$ cat src/rtl/id3fw_pkg.sv
// id3fw_pkg: shared types and constants of the id3v2 frame walker
// depends on nothing; imported by every module of the block
`default_nettype none

package id3fw_pkg;

    // byte classification codes
    localparam logic [2:0] KIND_TAG_HDR   = 3'd0;
    localparam logic [2:0] KIND_EXT_HDR   = 3'd1;
    localparam logic [2:0] KIND_FRAME_HDR = 3'd2;
    localparam logic [2:0] KIND_PAYLOAD   = 3'd3;
    localparam logic [2:0] KIND_OUTSIDE   = 3'd4;

    // configuration register indexes
    localparam int          CFG_IDX_W      = 1;
    localparam logic [0:0]  CFG_WANTED_ID  = 1'b0;
    localparam logic [0:0]  CFG_PREVIEW    = 1'b1;
    localparam logic [15:0] PREVIEW_RESET  = 16'd50;

    // header geometry
    localparam logic [3:0]  HDR_LAST       = 4'd9;
    localparam logic [28:0] HDR_LEN        = 29'd10;
    localparam logic [28:0] POS_MAX        = 29'h1FFF_FFFF;

    // queue between front and back
    localparam int QDEPTH = 2;
    localparam int QPTR_W = $clog2(QDEPTH);

    // one classified word handed from front to back
    typedef struct packed {
        logic [2:0]  kind;
        logic [31:0] frame_id;
        logic [27:0] frame_size;
        logic [27:0] payload_offset;
        logic        last_of_frame;
        logic [27:0] tag_body_size;
        logic [7:0]  version_major;
        logic [7:0]  version_minor;
    } t_walk_rec;

    // configuration write group
    typedef struct packed {
        logic                 valid;
        logic [CFG_IDX_W-1:0] index;
        logic [31:0]          data;
    } t_cfg_wr;

endpackage

`default_nettype wire

$ cat src/rtl/id3fw_front.sv
// id3fw_front: walker state, classifies each accepted byte into a record
// depends on id3fw_pkg; feeds id3fw_queue
`default_nettype none

module id3fw_front (
    input  wire logic                 i_clk,
    input  wire logic                 i_rst_n,
    input  wire logic                 i_accept,
    input  wire logic [7:0]           i_data_byte,
    input  wire logic                 i_file_start,
    output id3fw_pkg::t_walk_rec      o_rec
);
    import id3fw_pkg::*;

    typedef enum logic [2:0] {
        PH_TAG     = 3'd0,
        PH_EXT     = 3'd1,
        PH_FRAME   = 3'd2,
        PH_PAYLOAD = 3'd3,
        PH_DONE    = 3'd4
    } t_phase;

    t_phase      r_phase,      n_phase,      cur_phase;
    logic [3:0]  r_phase_count, n_phase_count, cur_count;
    logic [28:0] r_file_pos,   n_file_pos,   cur_pos;
    logic [27:0] r_tag_size,   n_tag_size,   cur_tag_size;
    logic        r_ext_flag,   n_ext_flag,   cur_ext_flag;
    logic [15:0] r_version,    n_version,    cur_version;
    logic [31:0] r_frame_id,   n_frame_id,   cur_frame_id;
    logic [27:0] r_frame_size, n_frame_size, cur_frame_size;
    logic [27:0] r_pay_count,  n_pay_count,  cur_pay_count;

    logic [28:0] tag_end;
    logic [28:0] pay_next;
    logic        pay_last;

    function automatic logic id_char_ok(input logic [7:0] c);
        return ((c >= 8'h30) && (c <= 8'h39)) || ((c >= 8'h41) && (c <= 8'h5A));
    endfunction

    // restart view of the state
    always_comb begin
        cur_phase      = i_file_start ? PH_TAG : r_phase;
        cur_count      = i_file_start ? 4'd0   : r_phase_count;
        cur_pos        = i_file_start ? 29'd0  : r_file_pos;
        cur_tag_size   = i_file_start ? 28'd0  : r_tag_size;
        cur_ext_flag   = i_file_start ? 1'b0   : r_ext_flag;
        cur_version    = i_file_start ? 16'd0  : r_version;
        cur_frame_id   = i_file_start ? 32'd0  : r_frame_id;
        cur_frame_size = i_file_start ? 28'd0  : r_frame_size;
        cur_pay_count  = i_file_start ? 28'd0  : r_pay_count;
    end

    assign tag_end  = {1'b0, cur_tag_size} + HDR_LEN;
    assign pay_next = {1'b0, cur_pay_count} + 29'd1;
    assign pay_last = (pay_next >= {1'b0, cur_frame_size});

    // byte classification and next state
    always_comb begin
        n_phase       = cur_phase;
        n_phase_count = cur_count;
        n_tag_size    = cur_tag_size;
        n_ext_flag    = cur_ext_flag;
        n_version     = cur_version;
        n_frame_id    = cur_frame_id;
        n_frame_size  = cur_frame_size;
        n_pay_count   = cur_pay_count;
        n_file_pos    = (cur_pos < POS_MAX) ? cur_pos + 29'd1 : cur_pos;

        o_rec = '0;
        o_rec.kind = KIND_OUTSIDE;

        unique case (cur_phase)
            PH_TAG: begin
                o_rec.kind = KIND_TAG_HDR;
                if (cur_count == 4'd3) begin
                    n_version = {i_data_byte, cur_version[7:0]};
                end else if (cur_count == 4'd4) begin
                    n_version = {cur_version[15:8], i_data_byte};
                end else if (cur_count == 4'd5) begin
                    n_ext_flag = i_data_byte[6];
                end else if (cur_count >= 4'd6) begin
                    n_tag_size = {cur_tag_size[20:0], i_data_byte[6:0]};
                end
                if (cur_count >= HDR_LAST) begin
                    n_phase_count = 4'd0;
                    n_phase       = cur_ext_flag ? PH_EXT : PH_FRAME;
                end else begin
                    n_phase_count = cur_count + 4'd1;
                end
            end
            PH_EXT: begin
                o_rec.kind = KIND_EXT_HDR;
                if (cur_count >= HDR_LAST) begin
                    n_phase_count = 4'd0;
                    n_phase       = PH_FRAME;
                end else begin
                    n_phase_count = cur_count + 4'd1;
                end
            end
            PH_FRAME: begin
                if ((cur_count == 4'd0) && (cur_pos >= tag_end)) begin
                    // tag end passed before a new frame header
                    n_phase      = PH_DONE;
                    n_frame_id   = 32'd0;
                    n_frame_size = 28'd0;
                end else begin
                    o_rec.kind = KIND_FRAME_HDR;
                    if (cur_count == 4'd0) begin
                        n_frame_id = {24'd0, i_data_byte};
                    end else if (cur_count < 4'd4) begin
                        n_frame_id = {cur_frame_id[23:0], i_data_byte};
                    end else if (cur_count == 4'd4) begin
                        n_frame_size = {21'd0, i_data_byte[6:0]};
                    end else if (cur_count < 4'd8) begin
                        n_frame_size = {cur_frame_size[20:0], i_data_byte[6:0]};
                    end
                    o_rec.frame_id   = n_frame_id;
                    o_rec.frame_size = n_frame_size;
                    if (cur_count >= HDR_LAST) begin
                        n_phase_count = 4'd0;
                        if (!(id_char_ok(n_frame_id[31:24]) && id_char_ok(n_frame_id[23:16]) &&
                              id_char_ok(n_frame_id[15:8]) && id_char_ok(n_frame_id[7:0])) ||
                            (n_frame_size == 28'd0)) begin
                            n_phase = PH_DONE;
                        end else begin
                            n_phase     = PH_PAYLOAD;
                            n_pay_count = 28'd0;
                        end
                    end else begin
                        n_phase_count = cur_count + 4'd1;
                    end
                end
            end
            PH_PAYLOAD: begin
                o_rec.kind           = KIND_PAYLOAD;
                o_rec.frame_id       = cur_frame_id;
                o_rec.frame_size     = cur_frame_size;
                o_rec.payload_offset = cur_pay_count;
                o_rec.last_of_frame  = pay_last;
                if (pay_last) begin
                    n_phase       = PH_FRAME;
                    n_phase_count = 4'd0;
                    n_pay_count   = 28'd0;
                end else begin
                    n_pay_count = pay_next[27:0];
                end
            end
            default: begin
                n_phase = PH_DONE;
            end
        endcase

        o_rec.tag_body_size = n_tag_size;
        o_rec.version_major = n_version[15:8];
        o_rec.version_minor = n_version[7:0];
    end

    // walker state
    always_ff @(posedge i_clk) begin
        if (!i_rst_n) begin
            r_phase       <= PH_TAG;
            r_phase_count <= 4'd0;
            r_file_pos    <= 29'd0;
            r_tag_size    <= 28'd0;
            r_ext_flag    <= 1'b0;
            r_version     <= 16'd0;
            r_frame_id    <= 32'd0;
            r_frame_size  <= 28'd0;
            r_pay_count   <= 28'd0;
        end else if (i_accept) begin
            r_phase       <= n_phase;
            r_phase_count <= n_phase_count;
            r_file_pos    <= n_file_pos;
            r_tag_size    <= n_tag_size;
            r_ext_flag    <= n_ext_flag;
            r_version     <= n_version;
            r_frame_id    <= n_frame_id;
            r_frame_size  <= n_frame_size;
            r_pay_count   <= n_pay_count;
        end
    end

`ifndef NO_ASSERTIONS
    a_count_range: assert property (@(posedge i_clk) disable iff (!i_rst_n)
        r_phase_count <= HDR_LAST)
        else $error("header byte count out of range");

    a_payload_inside: assert property (@(posedge i_clk) disable iff (!i_rst_n)
        (r_phase == PH_PAYLOAD) |-> (r_pay_count < r_frame_size))
        else $error("payload index reached frame size");

    a_pos_step: assert property (@(posedge i_clk) disable iff (!i_rst_n)
        (i_accept && !i_file_start && (r_file_pos != POS_MAX))
        |=> (r_file_pos == $past(r_file_pos) + 29'd1))
        else $error("file position did not advance");
`endif

endmodule

`default_nettype wire

$ cat src/rtl/id3fw_queue.sv
// id3fw_queue: short register queue of classified words between front and back
// depends on id3fw_pkg
`default_nettype none

module id3fw_queue (
    input  wire logic                 i_clk,
    input  wire logic                 i_rst_n,
    input  wire logic                 i_push,
    input  wire id3fw_pkg::t_walk_rec i_rec,
    input  wire logic                 i_pop,
    output id3fw_pkg::t_walk_rec      o_rec,
    output logic                      o_empty,
    output logic                      o_full
);
    import id3fw_pkg::*;

    t_walk_rec         r_slot [QDEPTH];
    logic [QPTR_W-1:0] r_wr_ptr;
    logic [QPTR_W-1:0] r_rd_ptr;
    logic [QPTR_W:0]   r_count;

    assign o_empty = (r_count == '0);
    assign o_full  = (r_count == (QPTR_W+1)'(QDEPTH));
    assign o_rec   = r_slot[r_rd_ptr];

    // storage
    always_ff @(posedge i_clk) begin
        if (i_push) begin
            r_slot[r_wr_ptr] <= i_rec;
        end
    end

    // pointers and fill count
    always_ff @(posedge i_clk) begin
        if (!i_rst_n) begin
            r_wr_ptr <= '0;
            r_rd_ptr <= '0;
            r_count  <= '0;
        end else begin
            if (i_push) begin
                r_wr_ptr <= r_wr_ptr + 1'b1;
            end
            if (i_pop) begin
                r_rd_ptr <= r_rd_ptr + 1'b1;
            end
            if (i_push && !i_pop) begin
                r_count <= r_count + 1'b1;
            end else if (!i_push && i_pop) begin
                r_count <= r_count - 1'b1;
            end
        end
    end

`ifndef NO_ASSERTIONS
    a_no_overflow: assert property (@(posedge i_clk) disable iff (!i_rst_n)
        r_count <= (QPTR_W+1)'(QDEPTH))
        else $error("queue fill count beyond depth");

    a_no_underflow: assert property (@(posedge i_clk) disable iff (!i_rst_n)
        o_empty |-> !i_pop)
        else $error("pop from empty queue");

    a_fill_up: assert property (@(posedge i_clk) disable iff (!i_rst_n)
        (i_push && !i_pop) |=> (r_count == $past(r_count) + 1'b1))
        else $error("queue fill count did not rise on push");
`endif

endmodule

`default_nettype wire

$ cat src/rtl/id3fw_back.sv
// id3fw_back: configuration registers, preview and match marks, output register
// depends on id3fw_pkg; drains id3fw_queue
`default_nettype none

module id3fw_back (
    input  wire logic                 i_clk,
    input  wire logic                 i_rst_n,
    input  wire id3fw_pkg::t_cfg_wr   i_cfg,
    input  wire id3fw_pkg::t_walk_rec i_rec,
    input  wire logic                 i_rec_avail,
    output logic                      o_pop,
    input  wire logic                 i_out_stall,
    output logic                      o_out_valid,
    output logic [2:0]                o_byte_kind,
    output logic [31:0]               o_current_frame_id,
    output logic [27:0]               o_current_frame_size,
    output logic [27:0]               o_payload_offset,
    output logic                      o_shown,
    output logic                      o_truncated,
    output logic                      o_id_match,
    output logic                      o_last_of_frame,
    output logic [27:0]               o_tag_body_size,
    output logic [7:0]                o_version_major,
    output logic [7:0]                o_version_minor
);
    import id3fw_pkg::*;

    logic [31:0] r_wanted_id;
    logic [15:0] r_preview_limit;

    logic        r_out_valid;
    t_walk_rec   r_rec;
    logic        r_shown, r_trunc, r_match;
    logic        n_shown, n_trunc, n_match;
    logic        is_payload;

    // configuration registers
    always_ff @(posedge i_clk) begin
        if (!i_rst_n) begin
            r_wanted_id     <= 32'd0;
            r_preview_limit <= PREVIEW_RESET;
        end else if (i_cfg.valid) begin
            unique case (i_cfg.index)
                CFG_WANTED_ID: r_wanted_id     <= i_cfg.data;
                CFG_PREVIEW:   r_preview_limit <= i_cfg.data[15:0];
                default:       r_wanted_id     <= r_wanted_id;
            endcase
        end
    end

    // take the next word when the output register is free or being taken
    assign o_pop = i_rec_avail && (!r_out_valid || !i_out_stall);

    // payload marks
    assign is_payload = (i_rec.kind == KIND_PAYLOAD);
    assign n_shown = is_payload && (i_rec.payload_offset < {12'd0, r_preview_limit});
    assign n_trunc = is_payload && (i_rec.frame_size > {12'd0, r_preview_limit});
    assign n_match = is_payload && (i_rec.frame_id == r_wanted_id);

    // output valid
    always_ff @(posedge i_clk) begin
        if (!i_rst_n) begin
            r_out_valid <= 1'b0;
        end else if (o_pop) begin
            r_out_valid <= 1'b1;
        end else if (!i_out_stall) begin
            r_out_valid <= 1'b0;
        end
    end

    // output payload
    always_ff @(posedge i_clk) begin
        if (o_pop) begin
            r_rec   <= i_rec;
            r_shown <= n_shown;
            r_trunc <= n_trunc;
            r_match <= n_match;
        end
    end

    assign o_out_valid          = r_out_valid;
    assign o_byte_kind          = r_rec.kind;
    assign o_current_frame_id   = r_rec.frame_id;
    assign o_current_frame_size = r_rec.frame_size;
    assign o_payload_offset     = r_rec.payload_offset;
    assign o_shown              = r_shown;
    assign o_truncated          = r_trunc;
    assign o_id_match           = r_match;
    assign o_last_of_frame      = r_rec.last_of_frame;
    assign o_tag_body_size      = r_rec.tag_body_size;
    assign o_version_major      = r_rec.version_major;
    assign o_version_minor      = r_rec.version_minor;

`ifndef NO_ASSERTIONS
    a_pop_fills: assert property (@(posedge i_clk) disable iff (!i_rst_n)
        o_pop |=> r_out_valid)
        else $error("output register empty after pop");

    a_marks_payload_only: assert property (@(posedge i_clk) disable iff (!i_rst_n)
        (r_out_valid && (r_rec.kind != KIND_PAYLOAD))
        |-> (!r_shown && !r_trunc && !r_match && !r_rec.last_of_frame))
        else $error("payload mark on a non-payload word");

    a_no_pop_when_held: assert property (@(posedge i_clk) disable iff (!i_rst_n)
        (r_out_valid && i_out_stall) |-> !o_pop)
        else $error("output register overwritten while stalled");
`endif

endmodule

`default_nettype wire

$ cat src/rtl/id3v2_frame_walker_top.sv
// id3v2_frame_walker_top: top level of the id3v2 tag frame walker
// depends on id3fw_pkg, id3fw_front, id3fw_queue, id3fw_back
//
//   channel   direction  handshake                  word
//   input     in         i_in_valid / o_in_stall    i_data_byte, i_file_start
//   result    out        o_out_valid / i_out_stall  byte kind, frame fields, marks
//   config    in         i_cfg_valid / o_cfg_ready  i_cfg_index, i_cfg_data
//
// one byte per cycle sustained while the output is not stalled; each byte gives exactly one result word
// a byte is classified in the cycle it is accepted and its word is registered in the
// queue and then in the output register; a two-word queue sits between front and back
// reset is synchronous and active low and restores the tag header phase
// an output stall fills the queue, after which the input is stalled
`default_nettype none

module id3v2_frame_walker_top (
    input  wire logic                           i_clk,
    input  wire logic                           i_rst_n,
    input  wire logic                           i_in_valid,
    output logic                                o_in_stall,
    input  wire logic [7:0]                     i_data_byte,
    input  wire logic                           i_file_start,
    output logic                                o_out_valid,
    input  wire logic                           i_out_stall,
    output logic [2:0]                          o_byte_kind,
    output logic [31:0]                         o_current_frame_id,
    output logic [27:0]                         o_current_frame_size,
    output logic [27:0]                         o_payload_offset,
    output logic                                o_shown,
    output logic                                o_truncated,
    output logic                                o_id_match,
    output logic                                o_last_of_frame,
    output logic [27:0]                         o_tag_body_size,
    output logic [7:0]                          o_version_major,
    output logic [7:0]                          o_version_minor,
    input  wire logic                           i_cfg_valid,
    output logic                                o_cfg_ready,
    input  wire logic [id3fw_pkg::CFG_IDX_W-1:0] i_cfg_index,
    input  wire logic [31:0]                    i_cfg_data
);
    import id3fw_pkg::*;

    t_walk_rec front_rec;
    t_walk_rec head_rec;
    t_cfg_wr   cfg_wr;
    logic      in_accept;
    logic      q_empty, q_full, q_pop;

    // input handshake
    assign o_in_stall = q_full;
    assign in_accept  = i_in_valid && !q_full;

    // configuration is always taken
    assign o_cfg_ready  = 1'b1;
    assign cfg_wr.valid = i_cfg_valid;
    assign cfg_wr.index = i_cfg_index;
    assign cfg_wr.data  = i_cfg_data;

    id3fw_front u_front (
        .i_clk        (i_clk),
        .i_rst_n      (i_rst_n),
        .i_accept     (in_accept),
        .i_data_byte  (i_data_byte),
        .i_file_start (i_file_start),
        .o_rec        (front_rec)
    );

    id3fw_queue u_queue (
        .i_clk   (i_clk),
        .i_rst_n (i_rst_n),
        .i_push  (in_accept),
        .i_rec   (front_rec),
        .i_pop   (q_pop),
        .o_rec   (head_rec),
        .o_empty (q_empty),
        .o_full  (q_full)
    );

    id3fw_back u_back (
        .i_clk                (i_clk),
        .i_rst_n              (i_rst_n),
        .i_cfg                (cfg_wr),
        .i_rec                (head_rec),
        .i_rec_avail          (!q_empty),
        .o_pop                (q_pop),
        .i_out_stall          (i_out_stall),
        .o_out_valid          (o_out_valid),
        .o_byte_kind          (o_byte_kind),
        .o_current_frame_id   (o_current_frame_id),
        .o_current_frame_size (o_current_frame_size),
        .o_payload_offset     (o_payload_offset),
        .o_shown              (o_shown),
        .o_truncated          (o_truncated),
        .o_id_match           (o_id_match),
        .o_last_of_frame      (o_last_of_frame),
        .o_tag_body_size      (o_tag_body_size),
        .o_version_major      (o_version_major),
        .o_version_minor      (o_version_minor)
    );

endmodule

`default_nettype wire

$ cat config.mk
export PLATFORM = sky130hd
export DESIGN_NAME = id3v2_frame_walker_top
export DESIGN_NICKNAME = d
export VERILOG_FILES = /design/src/rtl/id3fw_pkg.sv /design/src/rtl/id3fw_front.sv /design/src/rtl/id3fw_queue.sv /design/src/rtl/id3fw_back.sv /design/src/rtl/id3v2_frame_walker_top.sv
export SDC_FILE = /design/constraint.sdc
export NUM_CORES = 1
export LEC_CHECK = 0
export BUFFER_PORTS_ARGS = -buffer_cell sky130_fd_sc_hd__buf_4
export CELL_PAD_IN_SITES_DETAIL_PLACEMENT = 1
export CELL_PAD_IN_SITES_GLOBAL_PLACEMENT = 2
export CORE_MARGIN = 2
export CORE_UTILIZATION = 40
export CTS_CLUSTER_DIAMETER = 30
export DETAILED_ROUTE_END_ITERATION = 8
export PLACE_DENSITY_LB_ADDON = 0.15
export SETUP_SLACK_MARGIN = 0.1
export SYNTH_ARGS = -nofsm -noshare
export SYNTH_HDL_FRONTEND = slang
export SYNTH_SLANG_ARGS = --single-unit
$ cat constraint.sdc
create_clock -name i_clk -period 18.7 [get_ports i_clk]
set_input_delay 3.74 -clock i_clk [delete_from_list [all_inputs] [get_ports i_clk]]
set_output_delay 3.74 -clock i_clk [all_outputs]
set_load 0.01 [all_outputs]
Word-level counts from Yosys, hierarchy flattened --
Memories as Yosys holds them, arrays and structs flattened. A register that Yosys moved wholly into a read port is not among the register bits. Index checks and enable logic that the tools add are counted.
Word-level totals: input port bits 47, logic and storage cells 176, register bits 361, output and inout port bits 142, memories 1, RAM bits 272
Cells by class: equal/unequal tests 10, multiplexer cells 65, reduce and logical (&&, ||, !) cells 40, $add $sub $neg 8, bitwise logic cells 1, order comparisons 25
Memory list:
- u_queue.r_slot | words 2, width 136, read ports 1, clocked after Yosys merged registers in 1, write ports 1, line id3fw_queue.sv:17 | t_walk_rec r_slot [QDEPTH];
Operators by type and width (number):
- $mux 28 | 20
- $mux 32 | 7
- $pmux 60 s2 | 1
- $mux 29 | 3
- $mux 63 | 1
- $pmux 28 s2 | 1
- $mux 16 | 3
- $eq 32x32->1 | 1
- $ge 8x6->1 const B | 4
- $ge 8x7->1 const B | 4
- $le 8x6->1 const B | 4
- $le 8x7->1 const B | 4
- $add 28x1->29 const B | 1
- $add 28x4->29 const B | 1
- $add 29x1->29 const B | 1
- $ge 29x28->1 | 1
- $ge 29x29->1 | 1
- $lt 29x29->1 const B | 1
- $gt 28x16->1 | 1
- $logic_not 28->1 | 1
- $lt 28x16->1 | 1
- $pmux 3 s4 | 2
- $mux 3 | 7
- $logic_and 1x1->1 | 19
- 28 further kinds | 59

Depth between registers and ports, before layout --
Gate-level depths: netlist of the first run.
depth after elaboration 18, gate-level depth with buffers 27, mapped depth without buffers 18

Modules after synthesis --
From an unflattened synthesis of the first run, not the netlist that was laid out.
Unflattened totals: cell total of the unflattened synthesis 2657, area, all modules 29864.9 µm²
Modules (own cells, without submodules):
- id3fw_front | cells each 1710, times used 1, area an instance 12545.8 µm², seq. area each 3383.2 µm²
- id3fw_queue | cells each 445, times used 1, area an instance 10179.8 µm², seq. area each 8267.9 µm²
- id3fw_back | cells each 498, times used 1, area an instance 7110.6 µm², seq. area each 5154.9 µm²
- id3v2_frame_walker_top | cells each 4, times used 1, area an instance 28.8 µm², seq. area each 0.0 µm²

Worst setup path before layout of the first run --
Ideal clock, no wire load.
path type input to register, from input port i_in_valid, to memory u_queue.r_slot[0][0] (netlist name) (enable), setup slack 8.015 ns, stages 5, arrival time 10.052 ns, required time 18.066 ns, library setup time 0.634 ns, buffers on the path 3, cell sequence nand2_1 > clkbuf_1 > clkbuf_1 > clkbuf_1 > nor2_1
Between the ends: longest elaborated chain between the ends 3
Ends and longest elaborated chain:
- start: declaration | line id3v2_frame_walker_top.sv:19 | input wire logic i_in_valid,
- $logic_and 1x1->1 | line id3v2_frame_walker_top.sv:51 | assign in_accept = i_in_valid && !q_full;
- $mux 1 | line id3fw_queue.sv:28 | if (i_push) begin
- $mux 1 (implied by the code) | line id3fw_queue.sv:29 | r_slot[r_wr_ptr] <= i_rec;
- end: declaration | line id3fw_queue.sv:17
No other way between the ends.

Final worst setup path of the first run --
from input port i_file_start, to register u_front.r_frame_id[3]
Between the ends: longest elaborated chain between the ends 8, elaborated cells on any way between the ends 17, classes of those cells add/sub: 1; order compare: 2; eq/ne: 1; mux: 11; reduce/logical: 2
Ends and longest elaborated chain:
- start: declaration | line id3v2_frame_walker_top.sv:22 | input wire logic i_file_start,
- branches (longest 7 deep; another with $add 28x4->29)
- $mux 32 (*) | line id3fw_front.sv:73 | unique case (cur_phase)
- end signal: assignment | line id3fw_front.sv:178 | r_frame_id <= n_frame_id;
- end: declaration | line id3fw_front.sv:29 | logic [31:0] r_frame_id, n_frame_id, cur_frame_id;
Every way passes the cells marked *. The select of a mux whose other input is x is not followed. A chain may end at the register's enable or synchronous reset.

==> results of run 1 <==
==> state kept, by name, summed over array words and instances (netlist names), 2 cells and up, named ones only <==
register,count
u_queue.r_slot,272
u_back.o_current_frame_id,32
u_back.r_wanted_id,32
u_front.r_frame_id,32
u_front.r_file_pos,29
u_back.o_current_frame_size,28
u_back.o_payload_offset,28
u_back.o_tag_body_size,28
u_front.r_frame_size,28
u_front.r_pay_count,28
u_front.r_tag_size,28
u_back.r_preview_limit,16
u_front.r_version,16
u_back.o_version_major,8
u_back.o_version_minor,8
u_front.r_phase_count,4
u_back.o_byte_kind,3
u_front.r_phase,3
u_queue.r_count,2
==> area by class of cell <==
| cell class | instances | area, um^2 | share of cell area [%] |
|---|---|---|---|
| Antenna cell | 1 | 2.50 | 0.00666 |
| Tap cell | 969 | 1210 | 3.23 |
| Clock buffer | 179 | 4020 | 10.7 |
| Multi-Input combinational cell | 1953 | 12200 | 32.6 |
| Inverter | 65 | 254 | 0.676 |
| Clock inverter | 107 | 1390 | 3.70 |
| Sequential cell | 634 | 16800 | 44.7 |
| Timing Repair Buffer | 220 | 1660 | 4.43 |
==> worst reg2reg max path, cell delays in order (launching register included) <==
cell and delay [ns]:
dfxtp_1 0.36, nor2b_1 0.26, ha_1 0.24, nor2_1 0.05, nor2_1 0.14, nand4_1 0.27, nor4_1 0.65, nand4_1 0.20
xnor2_1 0.17, nand2_1 0.09, ha_1 0.21, a2111oi_0 0.40, a211oi_1 0.09, o311ai_0 0.31, nand3_1 0.18, nor4_2 0.23
buf_4 0.44, and2_1 0.92, nand2_1 0.42, o22ai_1 0.28
==> power groups by stage <==
| stage | Combinational, uW | Clock (uW) | Sequential, uW |
|---|---|---|---|
| after floorplan | 457 | 0 | 2000 |
| after global placement | 910 | 0 | 1920 |
| after detailed placement | 931 | 0 | 1930 |
| after CTS | 941 | 2750 | 1910 |
| after global routing | 994 | 2820 | 1930 |
| final | 922 | 2710 | 1910 |
==> layer usage <==
layer	vias up	part of all wire [%]	GRT usage, %
met1	11700	44	31.2
met2	566	49	40.7
met4	0	2.7	8.77
met3	162	3.9	3.91
li1	10700	-	-
met5	-	0	0
==> synthesized netlist by cell type, drive strengths merged, types with 4 or more instances <==
master,instances
nor3b,7
a21o,10
xor2,45
edfxtp,411
nor4b,8
a22oi,108
a31o,10
buf,49
o211ai,10
and3,34
or2,9
mux2,138
xnor2,56
nand4,38
o21a,7
mux2i,24
a211oi,24
and4,6
nand3b,37
a2111oi,4
o221ai,5
nand2b,7
or4b,14
or3,9
dfxtp,223
nand2,424
or4,8
clkbuf,143
nor2b,52
nand3,65
a31oi,8
nor2,282
ha,95
nor4,23
a32oi,6
nor3,30
a21boi,4
and2,9
a21oi,220
o22ai,15
inv,64
o21ai,64
==> through the flow <==
stage	setup WS, ns	hold WS (ns)	cells	utilization [%]
detailed placement	9.06	0.448	3841	43.3
CTS	9.79	0.457	4127	50.6
global route	9.20	0.475	4127	50.6
finish	9.74	0.455	4128	50.6
global placement	9.13	0.441	3841	43.3
floorplan	8.01	0.436	2844	-
==> worst max-delay path by stage <==
stage          cells after the start                     to  slack, ns         start
2_1_floorplan                      5   u_queue.r_slot[0][0]       8.01    i_in_valid
3_3_place_gp                      20  u_front.r_frame_id[0]       9.13  i_file_start
3_5_place_dp                      20  u_front.r_frame_id[2]       9.06  i_file_start
4_1_cts                           20  u_front.r_frame_id[3]       9.79  i_file_start
5_1_grt                           20  u_front.r_frame_id[1]       9.20  i_file_start
6_report                          20  u_front.r_frame_id[3]       9.74  i_file_start
==> cells by family (layout without fill, tap and decap cells) <==
| kind of cell | after synthesis | count (layout) | share of synthesized area [%] |
|---|---|---|---|
| AOI/OAI and AO/OA | 527 | 527 | 11.0 |
| xor gates and xnor gates | 101 | 101 | 2.95 |
| adders and majority gates | 95 | 95 | 3.96 |
| buffers and inverters | 257 | 571 | 3.44 |
| DFF | 634 | 634 | 56.0 |
| muxes | 162 | 162 | 5.98 |
| other | 1 | 2 | 0.0125 |
| and+or+nand+nor | 1067 | 1067 | 16.6 |
==> reports/metrics.csv, run 1 <==
stage,metric,value,unit
worst_setup_path,CP required,19.32,ns
logic_synthesis,Mean Syn Cell Area,10.6,um^2
worst_setup_path,crit path max fanout,38,
detailed_routing,DR vias,23100,
power_and_ir_drop,Pleak,0.0135,uW
logic_synthesis,"area leader, netlist",edfxtp_1,
worst_setup_path,CP top delay family,simple AND/OR/NAND/NOR gates,
logic_synthesis,synthesis warning total,0,
timing,Tmin final,8.96,ns
logic_synthesis,count of flip-flops with a built-in enable after synthesis,411,
min_path,Worst Hold Launch,u_front.r_version[3],
logic_synthesis,"Async S/R FF share, synth",0,%
placed_design,Post-DP Area,32200,um^2
clock_network,Sink Count,634,
clock_network,clock-pin slew on the worst setup and hold paths,0.04,ns
min_path,Hold Crit Class,flop to flop,
worst_setup_path,FF-to-FF End,u_front.r_frame_id[3],
worst_setup_path,crit path cell chain,"buf_4, nor2b_1, ha_1, nor2_1, nor2_1, nand4_1, nor4_1, nand4_1, xnor2_1, nand2_1, ha_1, a2111oi_0, a211oi_1, o311ai_0, nand3_1, nor4_2, buf_4, and2_1, nand2_1, o22ai_1",
clock_network,clock tree buffer depth,3,
power_and_ir_drop,P_sw,1540,uW
clock_network,CTS H-tree depth,4,
clock_network,CTS Root Cell,clkbuf_16,
cells_and_area,fin area,37600,um^2
power_and_ir_drop,Pint,3990,uW
power_and_ir_drop,sequential power share,34.4,%
logic_synthesis,count of cell types in the netlist,80,
clock_network,setup bufs post-CTS,0,
worst_setup_path,Critical Path End Type,flop,
clock_network,TritonCTS Buffers,153,
worst_setup_path,CP Class,input port to flop,
cells_and_area,Area Overhead vs Synth,25.2,%
worst_setup_path,r2r worst-path depth,19,
logic_synthesis,share of the synthesized area in the top cell type,41.1,%
timing,slew margin rel.,15.2,%
timing,period utilization,47.9,%
placed_design,Post-DP HPWL,62.0,mm
cells_and_area,Final nets,3169,
timing,Final Hold Fails,0,
clock_network,clk_lat worst skew,0.73,ns
placed_design,RePlAce Congestion,0.843,
floorplan,Core Region,74300,um^2
grt,Tot GR Track Use,24.1,%
power_and_ir_drop,Tot Pwr,5530,uW
worst_setup_path,worst r2r src,u_front.r_tag_size[1],
cells_and_area,"commonest non-fill, non-tap cell in the layout",nand2_1,
worst_setup_path,reg2reg setup slack,12.69,ns
timing,Worst Clk Skew,0.0608,ns
clock_network,# resized after CTS,0,
detailed_routing,# DRC,0,
cells_and_area,most frequent cells in the layout,"nand2_1, edfxtp_1, nor2_1, dfxtp_1, buf_4",
min_path,worst hold path depth,2,
timing,f_max,0.112,GHz
floorplan,Die ar.,77300,um^2
floorplan,initial core utilization,40.4,%
worst_setup_path,Worst Path Arrival,9.58,ns
logic_synthesis,dominant cells by area after synthesis,"edfxtp_1, dfxtp_1, nand2_1",
cells_and_area,layout cells sized above 1,21.2,%
timing,Sum Neg Setup Slack,0,ns
clock_network,Post-CTS Hold Buffers,0,
timing,worst-margin pin slew,1.26,ns
floorplan,top-level I/O count,189,
grt,vias in the first global route,24300,
grt,largest net degree at the start of global routing,137,
power_and_ir_drop,pwr dens,147,nW/um^2
run_status,run status,"finished, final reports clean",
logic_synthesis,post-synth net total,2986,
worst_setup_path,Crit path buffers/inverters,2,
detailed_routing,vias per cell,5.59,
timing,RSZ-0062 raised after global routing,false,
timing,Final setup viols,0,
min_path,Worst Hold Endpoint,u_front.r_version[3],
power_and_ir_drop,clock power share,48.9,%
worst_setup_path,Startpoint Class,input port,
cells_and_area,FILL cells,7896,
logic_synthesis,Most used DFF post-synth,edfxtp_1,
run,Max Cap Violations,0,
worst_setup_path,crit-path max cell delay,0.90,ns
logic_synthesis,Post-Synthesis Cells,2844,
power_and_ir_drop,Logic pwr share,16.7,%
detailed_routing,drt wl/cell,22.7,um
grt,initial antenna violation count,0,
floorplan,die height,278,um
detailed_routing,DR iter-0 viols,1409,
power_and_ir_drop,Net Sw Frac,27.8,%
grt,GRT Residual Overflow,0,
logic_synthesis,"Seq/Total Area, Yosys",56.0,%
clock_network,CTS tree,built,
grt,first-pass GRT wire length,145,mm
logic_synthesis,mapped cell area,30000,um^2
worst_setup_path,crit path max-delay cell type,and2_1,
placed_design,number of buffers added on ports,187,
floorplan,Die Width,278,um
timing,fin. max-slew vios,0,
logic_synthesis,Yosys reg bits,634,
detailed_routing,Final ANT Viol Nets,0,
floorplan,row count,100,
detailed_routing,Detailed Routing Iterations Pass 1,5,
detailed_routing,final wirelength,93.8,mm
power_and_ir_drop,Max VDD drop,0.0868,mV
(Power assumes the default switching activity.)
==> run 2, diff against run 1 <==
==> constraint.sdc (replaced) <==
create_clock -name i_clk -period 8.7 [get_ports i_clk]
set_input_delay 1.74 -clock i_clk [delete_from_list [all_inputs] [get_ports i_clk]]
set_output_delay 1.74 -clock i_clk [all_outputs]
set_load 0.01 [all_outputs]
==> reports/metrics.csv, run 2 (synthesized netlist as in run 1, its figures left out) <==
stage,metric,value,unit,change
run_status,run status,"finished, final reports clean",,unchanged
worst_setup_path,crit path max-delay cell type,nor4_1,,was and2_1
timing,Worst Clk Skew,0.0513,ns,was 0.0608 ns
cells_and_area,# diodes,0,,was 1
timing,fin. max-slew vios,0,,unchanged
timing,f_max,0.161,GHz,
worst_setup_path,crit path max fanout,37,,was 38
detailed_routing,# DRC,0,,unchanged
timing,Hold Slack,0.459,ns,was 0.455 ns
worst_setup_path,Startpoint Class,input port,,unchanged
min_path,Hold Crit Class,flop to flop,,unchanged
timing,Final Hold Fails,0,,unchanged
clock_network,Sink Count,634,,unchanged
detailed_routing,DR iter-0 viols,1376,,was 1409
floorplan,die height,278,um,unchanged
clock_network,CTS tree,built,,unchanged
detailed_routing,final wirelength,94.3,mm,was 93.8 mm
worst_setup_path,r2r worst-path depth,19,,unchanged
floorplan,Die ar.,77300,um^2,unchanged
clock_network,clock tree buffer depth,3,,unchanged
worst_setup_path,CP Class,input port to flop,,unchanged
cells_and_area,max reg flops,272,,unchanged
power_and_ir_drop,Max VDD drop,0.172,mV,was 0.0868 mV
placed_design,number of buffers added on ports,187,,unchanged
timing,Sum Neg Setup Slack,0,ns,unchanged
worst_setup_path,Worst Path Arrival,6.63,ns,was 9.58 ns
grt,first-pass GRT wire length,146,mm,was 145 mm
timing,Final WS setup,2.49,ns,was 9.74 ns
placed_design,DP Worst Slack,1.77,ns,was 9.06 ns
power_and_ir_drop,Tot Pwr,11500,uW,was 5530 uW
timing,worst-margin pin slew,1.22,ns,was 1.26 ns
worst_setup_path,CP required,9.12,ns,was 19.32 ns
clock_network,CTS Root Cell,clkbuf_16,,unchanged
floorplan,Die Width,278,um,unchanged
cells_and_area,FILL cells,7946,,was 7896
worst_setup_path,crit-path max cell delay,0.66,ns,was 0.90 ns
timing,RSZ-0062 raised after global routing,false,,unchanged
clock_network,CTS H-tree depth,4,,unchanged
floorplan,row count,100,,unchanged
run,Max Cap Violations,0,,unchanged
clock_network,clk_lat worst skew,0.74,ns,was 0.73 ns
timing,period utilization,71.4,%,
cells_and_area,Area Overhead vs Synth,23.9,%,was 25.2%
detailed_routing,Detailed Routing Iterations Pass 1,5,,unchanged
detailed_routing,drt wl/cell,22.9,um,was 22.7 um
power_and_ir_drop,pwr dens,310,nW/um^2,was 147 nW/um^2
detailed_routing,DR vias,23000,,was 23100
floorplan,initial core utilization,40.4,%,unchanged
clock_network,# resized after CTS,0,,unchanged
worst_setup_path,Critical Path End Type,flop,,unchanged
cells_and_area,layout cells sized above 1,20.9,%,was 21.2%
floorplan,Core Region,74300,um^2,unchanged
clock_network,Post-CTS Hold Buffers,0,,unchanged
grt,largest net degree at the start of global routing,102,,was 137
grt,GRT Residual Overflow,0,,unchanged
cells_and_area,post-layout util,50.0,%,was 50.6%
placed_design,Post-DP HPWL,62.8,mm,was 62.0 mm
grt,vias in the first global route,24400,,was 24300
placed_design,RePlAce Congestion,0.842,,was 0.843
detailed_routing,vias per cell,5.59,,about the same
clock_network,setup bufs post-CTS,0,,unchanged
grt,Tot GR Track Use,24.4,%,was 24.1%
detailed_routing,Final ANT Viol Nets,0,,unchanged
cells_and_area,most frequent cells in the layout,"nand2_1, edfxtp_1, nor2_1, buf_4, dfxtp_1",,"was nand2_1, edfxtp_1, nor2_1, dfxtp_1, buf_4"
cells_and_area,Final nets,3162,,was 3169
timing,slew margin rel.,18.1,%,was 15.2%
timing,Tmin final,6.21,ns,
grt,initial antenna violation count,0,,unchanged
clock_network,clock-pin slew on the worst setup and hold paths,0.04,ns,about the same
power_and_ir_drop,Pleak,0.0134,uW,was 0.0135 uW
cells_and_area,"commonest non-fill, non-tap cell in the layout",nand2_1,,unchanged
cells_and_area,Top reg by flops,u_queue.r_slot,,unchanged
min_path,worst hold path depth,2,,unchanged
clock_network,TritonCTS Buffers,143,,was 153
worst_setup_path,crit path cell chain,"buf_4, nor2b_1, ha_1, nor2_1, nor2_1, nand4_1, nor4_1, nand4_1, xnor2_1, nand2_1, ha_1, nand4_1, nor4b_1, o211ai_1, o221ai_1, nor4_2, buf_4, a21o_1, a22oi_1, nor2_1",,"was buf_4, nor2b_1, ha_1, nor2_1, nor2_1, nand4_1, nor4_1, nand4_1, xnor2_1, nand2_1, ha_1, a2111oi_0, a211oi_1, o311ai_0, nand3_1, nor4_2, buf_4, and2_1, nand2_1, o22ai_1"
floorplan,top-level I/O count,189,,unchanged
timing,Final setup viols,0,,unchanged
run 2: path summary, 6_finish.rpt:
check                                              end                  start  slack, ns
worst min-delay path              u_front.r_version[0]   u_front.r_version[0]       0.46
worst min register to register    u_front.r_version[0]   u_front.r_version[0]       0.46
worst max-delay path            u_queue.r_slot[0][106]           i_file_start       2.49
worst max register to register  u_queue.r_slot[0][106]  u_front.r_tag_size[2]       3.35
run 2: final cells by class:
cell class	count	area, um^2	area share [%]
Sequential cell	634	16800	45.2
Multi-Input combinational cell	1953	12200	32.9
Clock buffer	171	3780	10.2
Timing Repair Buffer	223	1670	4.50
Tap cell	969	1210	3.26
Clock inverter	93	1210	3.26
Inverter	65	254	0.683
run 2: through the flow:
stage | instance area [um^2] | cells
4_1_cts | 37200 | 4108
3_5_place_dp | 32200 | 3844
6_report | 37200 | 4108
2_1_floorplan | 30000 | 2844
5_1_grt | 37200 | 4108
3_3_place_gp | 32200 | 3844
run 2: layer usage:
layer,vias to the layer above,track usage [%],routed length (um)
met5,-,0,0
met4,0,10.1,3140
met3,184,3.79,3870
met2,551,41.0,45800
met1,11600,31.4,41400
li1,10700,-,-
run 2: power breakdown:
group / internal [uW] / leakage [uW] / switching [uW]
sequential: 3910 / 0.00578 / 179
clock: 3620 / 0.00242 / 1840
combinational: 779 / 0.00518 / 1200
total: 8320 / 0.0134 / 3220
run 2: worst max-delay path: cells and delay by family:
family | cells | cell delay [ns]
AOI/OAI and AO/OA | 4 | 1.03
xor gates and xnor gates | 1 | 0.17
adders and majority gates | 2 | 0.57
buffers and inverters | 2 | 0.53
and+or+nand+nor | 11 | 2.56
